--- src/sv/signed_decimal_text_formatter_assert.svh ---
// assertion macros shared by the formatter modules
`ifndef SIGNED_DECIMAL_TEXT_FORMATTER_ASSERT_SVH
`define SIGNED_DECIMAL_TEXT_FORMATTER_ASSERT_SVH

// condition holds at every clock edge outside reset
`define SDTF_ASSERT_ALWAYS(label, cond, msg) \
  label: assert property (@(posedge clk) disable iff (!rst_n) (cond)) else $error(msg);

// antecedent implies consequent in the same cycle
`define SDTF_ASSERT_IMPLIES(label, ante, cons, msg) \
  label: assert property (@(posedge clk) disable iff (!rst_n) (ante) |-> (cons)) \
    else $error(msg);

// antecedent implies consequent in the next cycle
`define SDTF_ASSERT_NEXT(label, ante, cons, msg) \
  label: assert property (@(posedge clk) disable iff (!rst_n) (ante) |=> (cons)) \
    else $error(msg);

`endif

--- src/sv/sdtf_pkg.sv ---
// shared types, character codes and decade weights of the decimal formatter
`timescale 1ns / 1ps
`default_nettype none
package sdtf_pkg;

  localparam int VALUE_W = 32;
  localparam int CHAR_W  = 8;
  localparam int POS_W   = 4;
  localparam int WMUL_W  = 34;

  localparam logic [CHAR_W-1:0] CHAR_PLUS  = 8'h2B;
  localparam logic [CHAR_W-1:0] CHAR_MINUS = 8'h2D;
  localparam logic [CHAR_W-1:0] CHAR_LF    = 8'h0A;
  localparam logic [CHAR_W-1:0] CHAR_SPACE = 8'h20;
  localparam logic [CHAR_W-1:0] DIGIT_BASE = 8'd48;

  // character positions within a record
  localparam logic [POS_W-1:0] POS_SIGN        = 4'd0;
  localparam logic [POS_W-1:0] POS_FIRST_DIGIT = 4'd1;
  localparam logic [POS_W-1:0] POS_LAST_DIGIT  = 4'd10;
  localparam logic [POS_W-1:0] POS_TERM        = 4'd11;

  localparam logic [1:0] QUEUE_DEPTH = 2'd2;

  typedef struct packed {
    logic                negative;
    logic [VALUE_W-1:0]  magnitude;
    logic                newline;
  } entry_t;

  // k times the decade weight of digit idx, most significant digit first
  function automatic logic [WMUL_W-1:0] weight_times(logic [POS_W-1:0] idx,
                                                     logic [POS_W-1:0] k);
    logic [WMUL_W-1:0] kk;
    logic [WMUL_W-1:0] r;
    kk = {{(WMUL_W-POS_W){1'b0}}, k};
    case (idx)
      4'd0:    r = kk * 34'd1000000000;
      4'd1:    r = kk * 34'd100000000;
      4'd2:    r = kk * 34'd10000000;
      4'd3:    r = kk * 34'd1000000;
      4'd4:    r = kk * 34'd100000;
      4'd5:    r = kk * 34'd10000;
      4'd6:    r = kk * 34'd1000;
      4'd7:    r = kk * 34'd100;
      4'd8:    r = kk * 34'd10;
      4'd9:    r = kk;
      default: r = '0;
    endcase
    return r;
  endfunction

endpackage
`default_nettype wire

--- src/sv/sdtf_queue.sv ---
// two-entry queue between front and back end
`timescale 1ns / 1ps
`default_nettype none
`include "signed_decimal_text_formatter_assert.svh"
module sdtf_queue
  import sdtf_pkg::*;
(
  input  wire logic   clk,
  input  wire logic   rst_n,
  input  wire logic   push_valid,
  output logic        push_ready,
  input  wire entry_t push_data,
  output logic        pop_valid,
  input  wire logic   pop,
  output entry_t      pop_data
);

  entry_t     slot0_r, slot1_r;
  logic       wr_ptr_r, wr_ptr_nxt;
  logic       rd_ptr_r, rd_ptr_nxt;
  logic [1:0] count_r, count_nxt;
  logic       do_push, do_pop;

  always_comb begin
    push_ready = (count_r != QUEUE_DEPTH);
    pop_valid  = (count_r != 2'd0);
    do_push    = push_valid && push_ready;
    do_pop     = pop && pop_valid;
    wr_ptr_nxt = do_push ? !wr_ptr_r : wr_ptr_r;
    rd_ptr_nxt = do_pop ? !rd_ptr_r : rd_ptr_r;
    count_nxt  = count_r + {1'b0, do_push} - {1'b0, do_pop};
    pop_data   = rd_ptr_r ? slot1_r : slot0_r;
  end

  always_ff @(posedge clk) begin
    if (!rst_n) begin
      wr_ptr_r <= 1'b0;
      rd_ptr_r <= 1'b0;
      count_r  <= 2'd0;
    end else begin
      wr_ptr_r <= wr_ptr_nxt;
      rd_ptr_r <= rd_ptr_nxt;
      count_r  <= count_nxt;
    end
  end

  always_ff @(posedge clk) begin
    if (do_push && !wr_ptr_r) begin
      slot0_r <= push_data;
    end
    if (do_push && wr_ptr_r) begin
      slot1_r <= push_data;
    end
  end

  `SDTF_ASSERT_ALWAYS(a_count_max, count_r <= QUEUE_DEPTH, "queue count beyond depth")
  `SDTF_ASSERT_IMPLIES(a_ptr_match, count_r == 2'd0 || count_r == QUEUE_DEPTH,
    wr_ptr_r == rd_ptr_r, "queue pointers disagree with count")

endmodule
`default_nettype wire

--- config.mk ---
export PLATFORM = sky130hd
export DESIGN_NAME = sdtf_queue
export DESIGN_NICKNAME = d
export VERILOG_FILES = /design/src/sv/sdtf_pkg.sv /design/src/sv/sdtf_queue.sv
export VERILOG_INCLUDE_DIRS = /design/src /design/src/sv
export SDC_FILE = /design/constraint.sdc
export NUM_CORES = 1
export LEC_CHECK = 0
export BUFFER_PORTS_ARGS = -buffer_cell sky130_fd_sc_hd__buf_4
export CORE_ASPECT_RATIO = 2
export CORE_MARGIN = 5
export CORE_UTILIZATION = 50
export DETAILED_ROUTE_END_ITERATION = 10
export PLACE_DENSITY = 0.75
export SLEW_MARGIN = 40
export SYNTH_ARGS = -nofsm -noshare
export SYNTH_HDL_FRONTEND = slang
export SYNTH_SLANG_ARGS = --single-unit
--- constraint.sdc ---
create_clock -name clk -period 3.7 [get_ports clk]
set_clock_uncertainty 0.05 [all_clocks]
set_input_delay 0.37 -clock clk [delete_from_list [all_inputs] [get_ports clk]]
set_output_delay 0.37 -clock clk [all_outputs]
set_load 0.02 [all_outputs]
==> After elaboration in Yosys (flattened, before gate mapping) <==
Cells that the tools add are included.
{ "op_classes": {"order_cmp": 0, "addsub": 2, "div": 0, "eq_ne": 1, "n_mul": 0, "shifts": 0, "reduce_logical": 7, "n_mux": 1, "bitwise_logic": 0} }
{ "op_table": {"columns": ["op", "count"], "rows": [
  ["2-to-1 mux 34 bit", 1],
  ["logical AND 1 bit", 4],
  ["adder 2 x 1 -> 2 bit", 1],
  ["zero test 1 bit", 2],
  ["inequality test 2 bit (second input constant)", 1],
  ["nonzero test 2 bit", 1],
  ["subtractor 2 x 1 -> 2 bit", 1]
]} }
{ "totals": {"wordCells": 20, "out_inout_bits": 36, "memories": 0, "ramBits": 0, "reg_bits": 72, "latch_bits": 0, "romBits": 0} }

==> Logic depth before layout (Yosys ltp) <==
{ "depth": {"ltp_word": 4, "mapped_depth": 8, "depth_no_buf": 8} }

==> Worst setup path before layout <==
Ideal clock, no wire load.
{ "synth_path": {"kind": "reg-to-reg", "from": "register count_r[0]", "to": "register slot0_r[0] in the netlist's numbering, enable pin", "required_time_ns": 3.225, "arrival_time_ns": 2.194, "path_slack_ns": 1.031, "path_buffers": 0, "path_stages_with_launch": 4, "path_cell_list": "dfxtp_1 nand2b_1 nand2_1 nor2_1"} }
{ "synth_between": {"elab_chain_cells": 3} }
{ "synth_lines": {"columns": ["element", "line", "text"], "rows": [
  ["start, declared", "sdtf_queue.sv:21", "logic [1:0] count_r, count_nxt;"],
  ["start signal, assigned", "sdtf_queue.sv:43", "count_r <= count_nxt;"],
  ["inequality test 2 bit", "sdtf_queue.sv:25", "push_ready = (count_r != QUEUE_DEPTH);"],
  ["via push_ready", "sdtf_queue.sv:11", "output logic push_ready,"],
  ["logical AND 1 bit", "sdtf_queue.sv:27", "do_push = push_valid && push_ready;"],
  ["logical AND 1 bit", "sdtf_queue.sv:48", "if (do_push && !wr_ptr_r) begin"],
  ["end signal, assigned", "sdtf_queue.sv:49", "slot0_r <= push_data;"],
  ["end, declared", "sdtf_queue.sv:18", "entry_t slot0_r, slot1_r;"]
]} }
The timed path passes the listed nets, and every way through them passes these cells.
A chain may end at the register's enable or synchronous reset.

==> impl_results.md <==
- Most frequent cells in the layout: buf_4 (73), edfxtp_1 (68), mux2_4 (30)
- Via density: 5.00
- Worst Path Max Fanout: 35
- Layout cell share with drive strength beyond 1: 0.598
- Fin util: 0.664
- Gr ovfl total: 0
- Setup-failing EPs final: 0
- MaxCap Viol Count: 0
- Power per Cell Area: 697 mW/mm^2
- Port buffer count: 73
- Setup bufs post-CTS: 0
- CTS Hold Bufs: 0
- Wire per inst: 17.7 um
- Worst-Margin Slew: 0.796 ns
- Area grow syn2layout: 28.8%
- Tot GR Track Use: 0.142
- Die ar.: 0.00732 mm^2
- Chip width: 63.1 um
- Vias in the first global route: 1,533
- Synth warn: 0
- Hold Vio Cnt, Final: 0
- WS Path Type: reg -> out
- Cell taking the most area after synthesis: edfxtp_1
- Synthesized cell area: 0.00282 mm^2
- Worst skew pair latency: 0.33 ns
- Max clock buf depth: 2
- Number of H-tree levels: 3
- CP required: 3.28 ns
- Worst-path clk slew: 0.07 ns
- RSZ-0062 raised after global routing: false
- Lkg Pwr: 1.44 nW
- Post-detailed-route count of antenna-violating nets: 0
- Ports: 74
- Routability Congestion: 0.600
- Worst VDD drop: 550 uV
- Status: completed
- WL final: 4850 um
- Arr. time, crit path: 1.69 ns
- Largest stage delay on the critical path: 0.78 ns
- First-pass GRT wire length: 7560 um
- Tcrit/Tclk final: 0.571
- Relative max-transition margin: 0.469
- Fillers: 385
- Setup_tns: 0 ns
- N_diodes: 0
- Power Total: 2.53 mW
- Post-Syn Instances: 128
- Startpoint types: register
- CP max stage cell: dfxtp_4
- Synth top area cells: edfxtp_1 (73%), mux2_4 (16%), dfxtp_1 (2.8%), buf_12 (2.1%), mux2_2 (1.6%)
- Synth Area per Inst: 22.0 um^2
- Synth top area share: 0.725
- Vias: 1,369
- Core Region: 0.00547 mm^2
- Initial core utilization: 0.515
- Fmax: 473 MHz
- DRT iter0 DRCs: 21
- Sequential-to-total area share from yosys stat: 0.753
- Hold Path Class: in -> reg
- Net Count, Synth: 168
- Die height: 116 um
- Crit-path cells: mux2_2, buf_4
- DP HPWL: 3500 um
- PostCTS Resize Cnt: 0
- Most common cell after layout, fill and taps aside: buf_4
- Count of different cell masters after synthesis: 18
- Drt pass-1 iters: 4
- Nets: 249
- Min Clock Period, post-route: 2.11 ns
- FF+latch count, synth: 72
- DRC viols: 0
- Clock sink count: 72
- Rows: 38
- Cts bufs inserted: 9
- CP endpoint kind: output pin
- Final Slew Violations: 0
- Root Buffer: clkbuf_8
- Initial antenna violation count: 0
- Largest net degree at the start of global routing: 36
- CTS tree: yes
-- report_power, final --
group,total [mW],switching (mW),internal [mW]
Sequential,1.13,0.102,1.03
Combinational,0.742,0.337,0.405
Clock,0.657,0.277,0.380
-- final timing paths --
check | to | cells past startpoint | slack [ns] | start
max | pop_data[2] | 2 | 1.59 | rd_ptr_r
min | slot0_r[0] | 1 | 0.16 | push_data[0]
max reg2reg | count_r[1] | 8 | 1.88 | count_r[0]
min reg2reg | wr_ptr_r | 2 | 0.53 | wr_ptr_r
-- cell usage after synthesis (all sizes together) --
cell type and number:
edfxtp 68, mux2 34, buf 4, dfxtp 4
xnor2 3, and2 2, ha 2, nand2 2
nand2b 2, and3 1, inv 1, mux2i 1
nor2 1, nor2b 1, o21a 1, or2 1
-- cells by family after synthesis --
family	Yosys count	share of synthesized area
AO/OA/AOI/OAI	1	0.00267
XOR/XNOR	3	0.00933
adder cells (fa/ha/maj)	2	0.00888
buffers and inverters	5	0.0267
flip-flops	72	0.753
multiplexers	35	0.179
AND/OR/NAND/NOR	10	0.0195
-- through the flow --
| stage | std cells | setup slack (ns) | area (um^2) | hold slack [ns] |
|---|---|---|---|---|
| floorplan | 128 | 1.03 | 2820 | 0.405 |
| global placement | 257 | 1.63 | 3380 | 0.445 |
| detailed placement | 258 | 1.89 | 3410 | 0.508 |
| CTS | 274 | 1.56 | 3630 | 0.143 |
| global route | 274 | 1.51 | 3630 | 0.134 |
| finish | 274 | 1.59 | 3630 | 0.163 |
-- sequential cells by signal (all words and copies together), names as in the netlist --
name	flops
rd_ptr_r	1
count_r	2
slot1_r	34
wr_ptr_r	1
slot0_r	34
-- layout make-up --
class | count | area [um^2] | share of cell area
inverters | 1 | 3.75 | 0.00103
repair buffers | 74 | 576 | 0.159
clock inverters | 7 | 96.3 | 0.0266
flip-flops and latches | 72 | 2130 | 0.586
well taps | 60 | 75.1 | 0.0207
multi-input cells | 51 | 628 | 0.173
clock buffers | 9 | 124 | 0.0341
-- routing by layer --
metal  up-vias  global-route usage  part of all wire
li1        655                   -                 -
met1       662               0.127              0.31
met2        43               0.273              0.60
met3         9              0.0385             0.062
met4         0              0.0850             0.022
met5         -                   0                 0
-- critical path: cells and delay by family (launching register included) --
kind,cells,cell delay [ns]
multiplexers,1,0.41
buffers and inverters,1,0.16
flip-flops,1,0.78
(Power assumes the default switching activity.)
