--- config.mk ---
export PLATFORM = sky130hd
export DESIGN_NAME = sdtf_front
export DESIGN_NICKNAME = d
export VERILOG_FILES = /design/src/sv/signed_decimal_text_formatter_assert.svh /design/src/sv/sdtf_pkg.sv /design/src/sv/sdtf_front.sv
export SDC_FILE = /design/constraint.sdc
export NUM_CORES = 1
export LEC_CHECK = 0
export BUFFER_PORTS_ARGS = -buffer_cell sky130_fd_sc_hd__buf_2
export CORE_MARGIN = 2
export CORE_UTILIZATION = 25
export DETAILED_ROUTE_END_ITERATION = 6
export PLACE_DENSITY = 0.58
export RECOVER_POWER = 50
export SYNTH_ARGS = -nofsm -noshare
export SYNTH_HDL_FRONTEND = slang
export SYNTH_SLANG_ARGS = --single-unit
--- constraint.sdc ---
create_clock -name clk -period 1.8 [get_ports clk]
set_input_delay 0.18 -clock clk [delete_from_list [all_inputs] [get_ports clk]]
set_output_delay 0.18 -clock clk [all_outputs]
set_load 0.03 [all_outputs]
--- src/sv/signed_decimal_text_formatter_assert.svh ---
// assertion macros shared by the formatter modules
`ifndef SIGNED_DECIMAL_TEXT_FORMATTER_ASSERT_SVH
`define SIGNED_DECIMAL_TEXT_FORMATTER_ASSERT_SVH

// condition holds at every clock edge outside reset
`define SDTF_ASSERT_ALWAYS(label, cond, msg) \
  label: assert property (@(posedge clk) disable iff (!rst_n) (cond)) else $error(msg);

// antecedent implies consequent in the same cycle
`define SDTF_ASSERT_IMPLIES(label, ante, cons, msg) \
  label: assert property (@(posedge clk) disable iff (!rst_n) (ante) |-> (cons)) \
    else $error(msg);

// antecedent implies consequent in the next cycle
`define SDTF_ASSERT_NEXT(label, ante, cons, msg) \
  label: assert property (@(posedge clk) disable iff (!rst_n) (ante) |=> (cons)) \
    else $error(msg);

`endif

--- src/sv/sdtf_pkg.sv ---
// shared types, character codes and decade weights of the decimal formatter
`timescale 1ns / 1ps
`default_nettype none
package sdtf_pkg;

  localparam int VALUE_W = 32;
  localparam int CHAR_W  = 8;
  localparam int POS_W   = 4;
  localparam int WMUL_W  = 34;

  localparam logic [CHAR_W-1:0] CHAR_PLUS  = 8'h2B;
  localparam logic [CHAR_W-1:0] CHAR_MINUS = 8'h2D;
  localparam logic [CHAR_W-1:0] CHAR_LF    = 8'h0A;
  localparam logic [CHAR_W-1:0] CHAR_SPACE = 8'h20;
  localparam logic [CHAR_W-1:0] DIGIT_BASE = 8'd48;

  // character positions within a record
  localparam logic [POS_W-1:0] POS_SIGN        = 4'd0;
  localparam logic [POS_W-1:0] POS_FIRST_DIGIT = 4'd1;
  localparam logic [POS_W-1:0] POS_LAST_DIGIT  = 4'd10;
  localparam logic [POS_W-1:0] POS_TERM        = 4'd11;

  localparam logic [1:0] QUEUE_DEPTH = 2'd2;

  typedef struct packed {
    logic                negative;
    logic [VALUE_W-1:0]  magnitude;
    logic                newline;
  } entry_t;

  // k times the decade weight of digit idx, most significant digit first
  function automatic logic [WMUL_W-1:0] weight_times(logic [POS_W-1:0] idx,
                                                     logic [POS_W-1:0] k);
    logic [WMUL_W-1:0] kk;
    logic [WMUL_W-1:0] r;
    kk = {{(WMUL_W-POS_W){1'b0}}, k};
    case (idx)
      4'd0:    r = kk * 34'd1000000000;
      4'd1:    r = kk * 34'd100000000;
      4'd2:    r = kk * 34'd10000000;
      4'd3:    r = kk * 34'd1000000;
      4'd4:    r = kk * 34'd100000;
      4'd5:    r = kk * 34'd10000;
      4'd6:    r = kk * 34'd1000;
      4'd7:    r = kk * 34'd100;
      4'd8:    r = kk * 34'd10;
      4'd9:    r = kk;
      default: r = '0;
    endcase
    return r;
  endfunction

endpackage
`default_nettype wire

--- src/sv/sdtf_front.sv ---
// front end: takes requests, splits sign and magnitude, hands entries to the queue
`timescale 1ns / 1ps
`default_nettype none
module sdtf_front
  import sdtf_pkg::*;
(
  input  wire logic               clk,
  input  wire logic               rst_n,
  input  wire logic               in_tvalid,
  output logic                    in_tready,
  input  wire logic [VALUE_W-1:0] in_tdata,
  input  wire logic               in_tuser,
  output logic                    push_valid,
  input  wire logic               push_ready,
  output entry_t                  push_data
);

  logic   valid_r, valid_nxt;
  entry_t entry_r, entry_nxt;
  logic   take;

  always_comb begin
    in_tready = !valid_r || push_ready;
    take      = in_tvalid && in_tready;
    valid_nxt = take ? 1'b1 : (push_ready ? 1'b0 : valid_r);
    entry_nxt = entry_r;
    if (take) begin
      entry_nxt.negative  = in_tdata[VALUE_W-1];
      // unsigned negate so the most negative value keeps its magnitude
      entry_nxt.magnitude = in_tdata[VALUE_W-1] ? VALUE_W'(~in_tdata + 1'b1) : in_tdata;
      entry_nxt.newline   = in_tuser;
    end
  end

  always_ff @(posedge clk) begin
    if (!rst_n) begin
      valid_r <= 1'b0;
    end else begin
      valid_r <= valid_nxt;
    end
  end

  always_ff @(posedge clk) begin
    entry_r <= entry_nxt;
  end

  assign push_valid = valid_r;
  assign push_data  = entry_r;

endmodule
`default_nettype wire

Yosys cells after proc, flatten, opt, wreduce, memory -nomap -nowiden
Index checks and enable logic that the tools add are counted.

Output and inout port bits: 36. Input bits: 37. Word-level logic and storage cells: 14. Register bits after elaboration: 35.

Bitwise logic cells: 1. Reduce and logical (&&, ||, !) cells: 4. Add/sub/neg operators: 1. Multiplexer cells: 3.

Operators with widths (count): $add A32 B1 Y32 const B (1); $not A32 Y32 (1); $mux W31 (1); $mux W1 (2); $reduce_bool A2 Y1 (1); $logic_and A1 B1 Y1 (1); $logic_not A1 Y1 (1); $logic_or A1 B1 Y1 (1).

Longest topological paths before layout
Gate-level depths: netlist of the first run.

Depth after elaboration: 4. Mapped depth: 6. Mapped depth without buffers: 6.

Least setup slack after synthesis of the first run
No wires, ideal clock.

Path kind: reg-to-reg. Start: reg valid_r, in the netlist push_valid. End: reg entry_r (netlist bit push_data[0]), enable pin. Clock period less this slack: 2.015 ns. Path slack: -0.215 ns. Stages on the path, launching flop included: 3. Library setup time: 0.394 ns. Arrival: 1.621 ns. Data required time: 1.406 ns. Cell sequence: dfxtp_1 -> nand2b_1 -> and2_1.

Longest elaborated chain between the ends: 3.

Ends and longest elaborated chain: start: declaration (line sdtf_front.sv:18) `logic valid_r, valid_nxt;`; start signal: assignment (line sdtf_front.sv:39) `valid_r <= valid_nxt;`; $logic_not A1 Y1 (line sdtf_front.sv:23) `in_tready = !valid_r || push_ready;`; $logic_or A1 B1 Y1 (line sdtf_front.sv:23); net in_tready (line sdtf_front.sv:10) `output logic in_tready,`; $logic_and A1 B1 Y1 (line sdtf_front.sv:24) `take = in_tvalid && in_tready;`; net take (line sdtf_front.sv:20) `logic take;`; end signal: assignment (line sdtf_front.sv:44) `entry_r <= entry_nxt;`; end: declaration (line sdtf_front.sv:19) `entry_t entry_r, entry_nxt;`.

The timed path passes the listed nets, and every way through them passes these cells. A chain may end at the register's enable or synchronous reset.

Worst setup path after layout of the first run
Start: in in_tdata[9]. End: reg entry_r (netlist bit push_data[28]), data pin.

Longest elaborated chain between the ends: 3.

Ends and longest elaborated chain: start: declaration (line sdtf_front.sv:11) `input wire logic [VALUE_W-1:0] in_tdata,`; $not A32 Y32 (line sdtf_front.sv:30) `entry_nxt.magnitude = in_tdata[VALUE_W-1] ? VALUE_W'(~in_tdata + 1'b1) : in_tdata;`; $add A32 B1 Y32 (line sdtf_front.sv:30); $mux W31 (line sdtf_front.sv:30).

Every way passes these cells.

==> results.md, run 1 <==
- Status: completed
- Worst Setup EP: push_data[28]$_DFFE_PP_
- Critical path type: primary input to flop
- Setup-failing EPs final: 0
- CTS tree: built
- Slew Viols, Final: 0
- Most frequent CP cell: or4_4
- HPWL after DPL: around 3.8 mm
- Fin crit period: between 1.5 and 2 ns
- Total global-route track usage: 0.124
- Post-synthesis sequential area ratio: 0.563
- Unique masters post-synth: 31
- Wirelength per Cell: between 10 and 15 microns
- CP cell instances: buf_2 -> or4_4 -> or4_4 -> o31ai_1 -> xnor2_1
- Placed cells: 352
- Grt ovf: 0
- Leakage: about 0.97 nW
- Full die area: around 0.008 sq mm
- Synth Flop Type: edfxtp_1
- CTS Buffer Depth: 2
- Post-synthesis xor/xnor area fraction: 0.137
- Fmax: between 500 and 600 MHz
- Antenna violations before repair: 0
- Worst setup path start: in_tdata[9]
- Num rows: 31
- R2R Path End: push_data[19]$_DFFE_PP_
- CP Data Required Time: 1.84 ns
- Clock root buffer master: clkbuf_8
- Hold_buf cts: 0
- Later-pin clock latency in the skew report: 0.29 ns
- Total power draw: a little under 2 mW
- Router iterations before antenna repair: 4
- Compound-Gate Fraction of Synth Area: 0.114
- Mean post-synth cell area: between 10 and 15 sq um
- Port-buffer cells: between 70 and 80
- Worst hold path class: primary input to flop
- Largest fanout on the critical path: 9
- Reg2reg path depth: 2
- PD cells: 746 mW/mm^2
- DRC: 0
- Non-filler cells in the finished layout: 360
- Synth top area cells: edfxtp_1, xnor2_1, o31ai_1
- First-pass GRT wire length: 7.80 mm
- Largest stage delay on the critical path: 0.60 ns
- Slew @ Worst Pin: 0.819 ns
- Gate Count Post-Synth: between 100 and 150
- Via count: approximately 1.6k
- Final ANT Viol Nets: 0
- Fin. Hold Viols: 0
- Crit start category: primary input
- Iteration-0 DRC Markers: 34
- Largest family of logic cells by synthesized area: simple AND/OR/NAND/NOR gates
- Simple-gate portion of the synthesized area: 0.151
- Slew margin rel.: 0.454
- Final wirelength: between 4 and 5 mm
- Crit path capture type: flop
- Vias in the first global route: around 1.6k
- Synthesized area: approximately 0.0018 sq mm
- I/O Pins: 73
- Final Core Density: 0.366
- Commonest cells post-synth: edfxtp_1, xnor2_1, nand2_1, o21ai_0, nor4_1
- Reg-to-reg setup timing slack: 0.33 ns
- Mux contribution to synthesized area: 0
- Num CTS Buffers: 5
- Die W: 90.0 microns
- Cell accounting for the most synthesized area: edfxtp_1
- Synth Area in Adders: 0.0135
- Peak supply drop: ~0.23 mV
- Core Area: between 0.007 and 0.008 sq mm
- RSZ-0062 raised after global routing: yes
- Initial core utilization: 0.256
- Clk_skew: between 0.01 and 0.015 ns
- Die Y: ~90 microns
- Layout cells sized above 1: 0.337
- Top cell type's share of synthesized area: 0.552
- DR vias/cell: about 4.3
- Count leader, synth: edfxtp_1
- Worst Path Arrival: ~1.8 ns
- Mapped Nets: 188
- RR Startpoint: push_valid$_SDFFE_PN0P_
- Clock Sinks: 35
- Antenna diode count: 0
- CP max-delay cell: or4_4
- Number of synthesized flops with an enable pin: 34
- Worst-path clk slew: roughly 0.07 ns
- Routability Congestion: 0.820
- P&R area growth vs syn: 43.1%
- Yosys Warn Count: 0
- H-Tree Depth: 2
- Period Utilization, post-route: 0.982
- Post-synth ARST share: 0
- Largest net degree at the start of global routing: 35
- Setup bufs post-CTS: 0
- Max Cap Viol: 0
- Final net count: about 300
- Yosys reg bits: 35
-- cells in the final DEF (no fill, tap or decap), types with 2 or more instances in the layout --
| cell | instances |
|---|---|
| inv_1 | 4 |
| o21ai_0 | 8 |
| buf_2 | 35 |
| nor2_1 | 5 |
| or4_4 | 3 |
| or2_2 | 2 |
| clkbuf_8 | 5 |
| nand2_1 | 9 |
| o31ai_1 | 5 |
| ha_1 | 2 |
| nor3_1 | 5 |
| nor4_1 | 7 |
| a31oi_1 | 5 |
| nand2b_1 | 4 |
| clkbuf_1 | 40 |
| or3_1 | 3 |
| o41ai_1 | 2 |
| xor2_1 | 5 |
| clkinv_1 | 2 |
| xnor2_1 | 24 |
| o41ai_2 | 4 |
| edfxtp_1 | 34 |
| buf_4 | 34 |
-- worst max-delay path, delay by kind of cell --
family	cells	cell delay, ns
buffers and inverters	1	0.11
and+or+nand+nor	2	1.15
AOI/OAI and AO/OA	1	0.28
xor gates and xnor gates	1	0.09
-- metrics by stage --
stage | setup slack [ns] | TNS [ns] | hold WS, ns | instance area, sq um
final | 0.0331 | 0 | 0.0751 | 2640
after global routing | -0.0484 | -0.111 | 0.0669 | 2640
after CTS | 0.0266 | 0 | 0.0686 | 2690
after detailed placement | -0.373 | -3.93 | 0.364 | 2600
after global placement | -0.297 | -3.55 | 0.357 | 2600
after floorplan | -0.147 | -0.950 | 0.279 | 1870
-- layout make-up --
class	count	area [sq um]
inverter	4	15.0
fill	755	4570
sequential	35	1040
tap	99	124
multi-input combinational	106	807
clock buffer	6	72.6
timing repair buffer	108	577
clock inverter	2	7.51
-- what timing repair did --
action                                  CTS  global route
pin swaps                                 1             0
gates resized for setup                   1             2
endpoints found under the setup margin    4             7
gates cloned                              0             0
-- worst min path at each step --
stage / from / to / slack (ns) / cells past startpoint
after global placement: in_tuser / push_data[0]$_DFFE_PP_ / 0.36 / 1
final: in_tuser / push_data[0]$_DFFE_PP_ / 0.08 / 1
after floorplan: in_tuser / push_data[0]$_DFFE_PP_ / 0.28 / 0
after detailed placement: in_tuser / push_data[0]$_DFFE_PP_ / 0.36 / 1
after CTS: in_tuser / push_data[0]$_DFFE_PP_ / 0.07 / 1
after global routing: in_tuser / push_data[0]$_DFFE_PP_ / 0.07 / 1
-- logic make-up after synthesis --
family                     after synthesis
AOI/OAI and AO/OA                       27
adders and majority gates                2
and+or+nand+nor                         48
buffers and inverters                    8
DFF                                     35
xor gates and xnor gates                29
-- report_power, final --
group / internal [mW] / switching [mW] / total (mW)
clock: 0.264 / 0.273 / 0.536
combinational: 0.157 / 0.286 / 0.443
sequential: 0.978 / 0.0160 / 0.994
-- registers in the layout (all words and copies together), names as in the netlist --
signal      cells
push_data      34
push_valid      1
-- layer usage --
layer,vias to the layer above,track usage,wire [microns]
met5,-,0,0
met3,10,0.0427,324
met4,0,0.0538,93
met1,701,0.153,2200
li1,792,-,-
met2,55,0.196,2220
(Power assumes the default switching activity.)
==> run 2: changes to the inputs <==
--- a/config.mk
+++ b/config.mk
@@ -11,6 +11,7 @@
 export DETAILED_ROUTE_END_ITERATION = 6
 export PLACE_DENSITY = 0.58
 export RECOVER_POWER = 50
+export SETUP_SLACK_MARGIN = 0.5
 export SYNTH_ARGS = -nofsm -noshare
 export SYNTH_HDL_FRONTEND = slang
 export SYNTH_SLANG_ARGS = --single-unit
==> run 2 against run 1 <==
Net effect: sequential power about the same; die area unchanged; clock power up 13%; combinational power up 7.0%; wire length up 8.5%; cell count down 0.83%; core utilization up 2.8 points; global-route usage up 0.74 points; first-iteration DRC count up 140%; final area up 7.8%; critical path depth up 1; critical path type unchanged; largest cell class unchanged; largest power group unchanged.
==> results.md, run 2 (synthesis gave the netlist of run 1 again) <==
- Status: completed
- Period Utilization, post-route: 0.965 (-0.0171)
- Largest net degree at the start of global routing: 35 (unchanged)
- Num rows: 31 (unchanged)
- Via count: 1602 (+2.8%)
- GRT met1 Usage: 0.163 (+0.0108)
- Antenna diode count: 0 (unchanged)
- CTS Buffer Depth: 2 (unchanged)
- PD cells: 729 mW/mm^2 (-2.3%)
- Placed cells: 344 (-2.3%)
- Critical path's top delay family: simple AND/OR/NAND/NOR gates
- Crit path capture type: flop
- Global Route met3 Usage: 0.0469 (+0.00419)
- Commonest non-fill, non-tap cell in the layout: clkbuf_1
- Clock Sinks: 35 (unchanged)
- Max Cap Viol: 0 (unchanged)
- Flip-flop and latch area: 0.00104 sq mm (unchanged)
- Grt peak-use layer: met2
- HPWL after DPL: 3.72 mm (-1.6%)
- Most frequent cells in the layout: clkbuf_1, edfxtp_1, buf_2
- Slew @ Worst Pin: 0.846 ns (+0.0271 ns)
- Later-pin clock latency in the skew report: 0.30 ns (about the same)
- Initial core utilization: 0.256 (unchanged)
- Fmax: 576 MHz (+1.8%)
- Num CTS Buffers: 5 (unchanged)
- Total global-route track usage: 0.131 (+0.00738)
- Slew margin rel.: 0.436 (-0.0181)
- Total power draw: 2.08 mW (+5.2%)
- CP Data Required Time: 1.85 ns (about the same)
- CP max-delay cell: or4_4
- Crit start category: primary input
- Fin crit period: 1.74 ns (-0.0307 ns)
- Die W: 90.0 microns (unchanged)
- Core Area: 0.00721 sq mm (unchanged)
- Clk_skew: 0.00895 ns (-0.00511 ns)
- Final wirelength: 5.26 mm (+8.5%)
- Final net count: 296 (-1.0%)
- Fillers: 733 (-2.9%)
- Largest fanout on the critical path: 4 (-5)
- Peak supply drop: 0.265 mV (+16%)
- Number of flip-flops in the largest register: 34 (unchanged)
- Critical path type: primary input to flop
- Final ANT Viol Nets: 0 (unchanged)
- Met2 usage: 0.204 (+0.00758)
- P&R area growth vs syn: 54.2%
- Setup-failing EPs final: 0 (unchanged)
- Area of the multi-input gates: 997 sq um (+24%)
- DR vias/cell: 4.49 (+3.7%)
- DRC: 0 (unchanged)
- Iteration-0 DRC Markers: 80 (+140%)
- Die Y: 90.0 microns (unchanged)
- Non-filler cells in the finished layout: 357 (-0.83%)
- RSZ-0062 raised after global routing: yes
- Routability Congestion: 0.764 (-6.8%)
- Worst Path Arrival: 1.78 ns (-0.02 ns)
- Wirelength per Cell: 14.7 microns (+9.4%)
- Leakage: 1.04 nW (+7.4%)
- Router iterations before antenna repair: 5 (+1)
- Vias in the first global route: 1607 (+2.3%)
- Slew Viols, Final: 0 (unchanged)
- Full die area: 0.00810 sq mm (unchanged)
- Most frequent CP cell: or4_4
- Fin. Hold Viols: 0 (unchanged)
- Antenna violations before repair: 0 (unchanged)
- Grt ovf: 0 (unchanged)
- CP cell instances: buf_6 -> or4_4 -> buf_4 -> or4_4 -> o31ai_4 -> xnor2_1
- Worst-path clk slew: 0.07 ns (about the same)
- Clock root buffer master: clkbuf_8
- CTS tree: built
- Bufs and invs on worst path: 2 (+1)
- Worst hold path class: primary input to flop
- H-Tree Depth: 2 (unchanged)
- Largest stage delay on the critical path: 0.55 ns (-0.05 ns)
- First-pass GRT wire length: 8.25 mm (+5.7%)
- Layout cells sized above 1: 0.399 (+0.0621)
- Port-buffer cells: 72 (unchanged)
- I/O Pins: 73 (unchanged)
## run 2: cell types whose count changed in the layout (fill, tap and decap cells not counted), sizes merged
cell    before  now
buf         69   64
clkinv       2    1
clkbuf      45   47
or4          4    5
## run 2: final cells by class
type / count / area share
Clock buffer: 7 / 0.0303
Clock inverter: 1 / 0.00176
Inverter: 4 / 0.00527
Multi-Input combinational cell: 107 / 0.350
Sequential cell: 35 / 0.365
Tap cell: 99 / 0.0435
Timing Repair Buffer: 104 / 0.204
## run 2: final timing paths
kind	start	end	cells past startpoint	slack, ns
hold / removal	in_tuser	push_data[0]$_DFFE_PP_	1	0.07
setup / recovery	in_tdata[6]	push_data[14]$_DFFE_PP_	6	0.06
hold reg to reg	push_valid$_SDFFE_PN0P_	push_valid$_SDFFE_PN0P_	2	0.51
setup reg to reg	push_valid$_SDFFE_PN0P_	push_data[10]$_DFFE_PP_	2	0.31
## run 2: timing repair
action                     in CTS  in global routing
resized for setup              17                 14
setup endpoints to repair      21                 21
pin swaps                      11                  9
hold buffers                    0                  0
cloned                          1                  0
buffers inserted                0                  4
## run 2: report_power, final
group	internal [mW]	switching [mW]	total (mW)
Sequential	0.978	0.0171	0.995
Combinational	0.167	0.307	0.474
Clock	0.309	0.298	0.607
## run 2: through the flow
step	setup TNS [ns]	hold slack (ns)	instance area, sq um	utilization	worst slack (ns)
6_report	0	0.0665	2850	0.395	0.0638
3_3_place_gp	-2.82	0.365	2620	0.363	-0.285
4_1_cts	0	0.0636	2820	0.391	0.0850
2_1_floorplan	-0.811	0.279	1940	-	-0.146
5_1_grt	0	0.0631	2850	0.395	0.0393
3_5_place_dp	-3.05	0.367	2620	0.363	-0.325
## run 2: worst register-to-register path, delay by kind of cell (launching register included)
kind / cells / cell delay [ns]
flip-flops: 1 / 0.32
AND/OR/NAND/NOR: 2 / 0.77
## run 2: layer usage
layer / vias up / wire, microns
li1: 791 / -
met1: 762 / 2360
met2: 41 / 2480
met3: 8 / 317
met4: 0 / 101
met5: - / 0
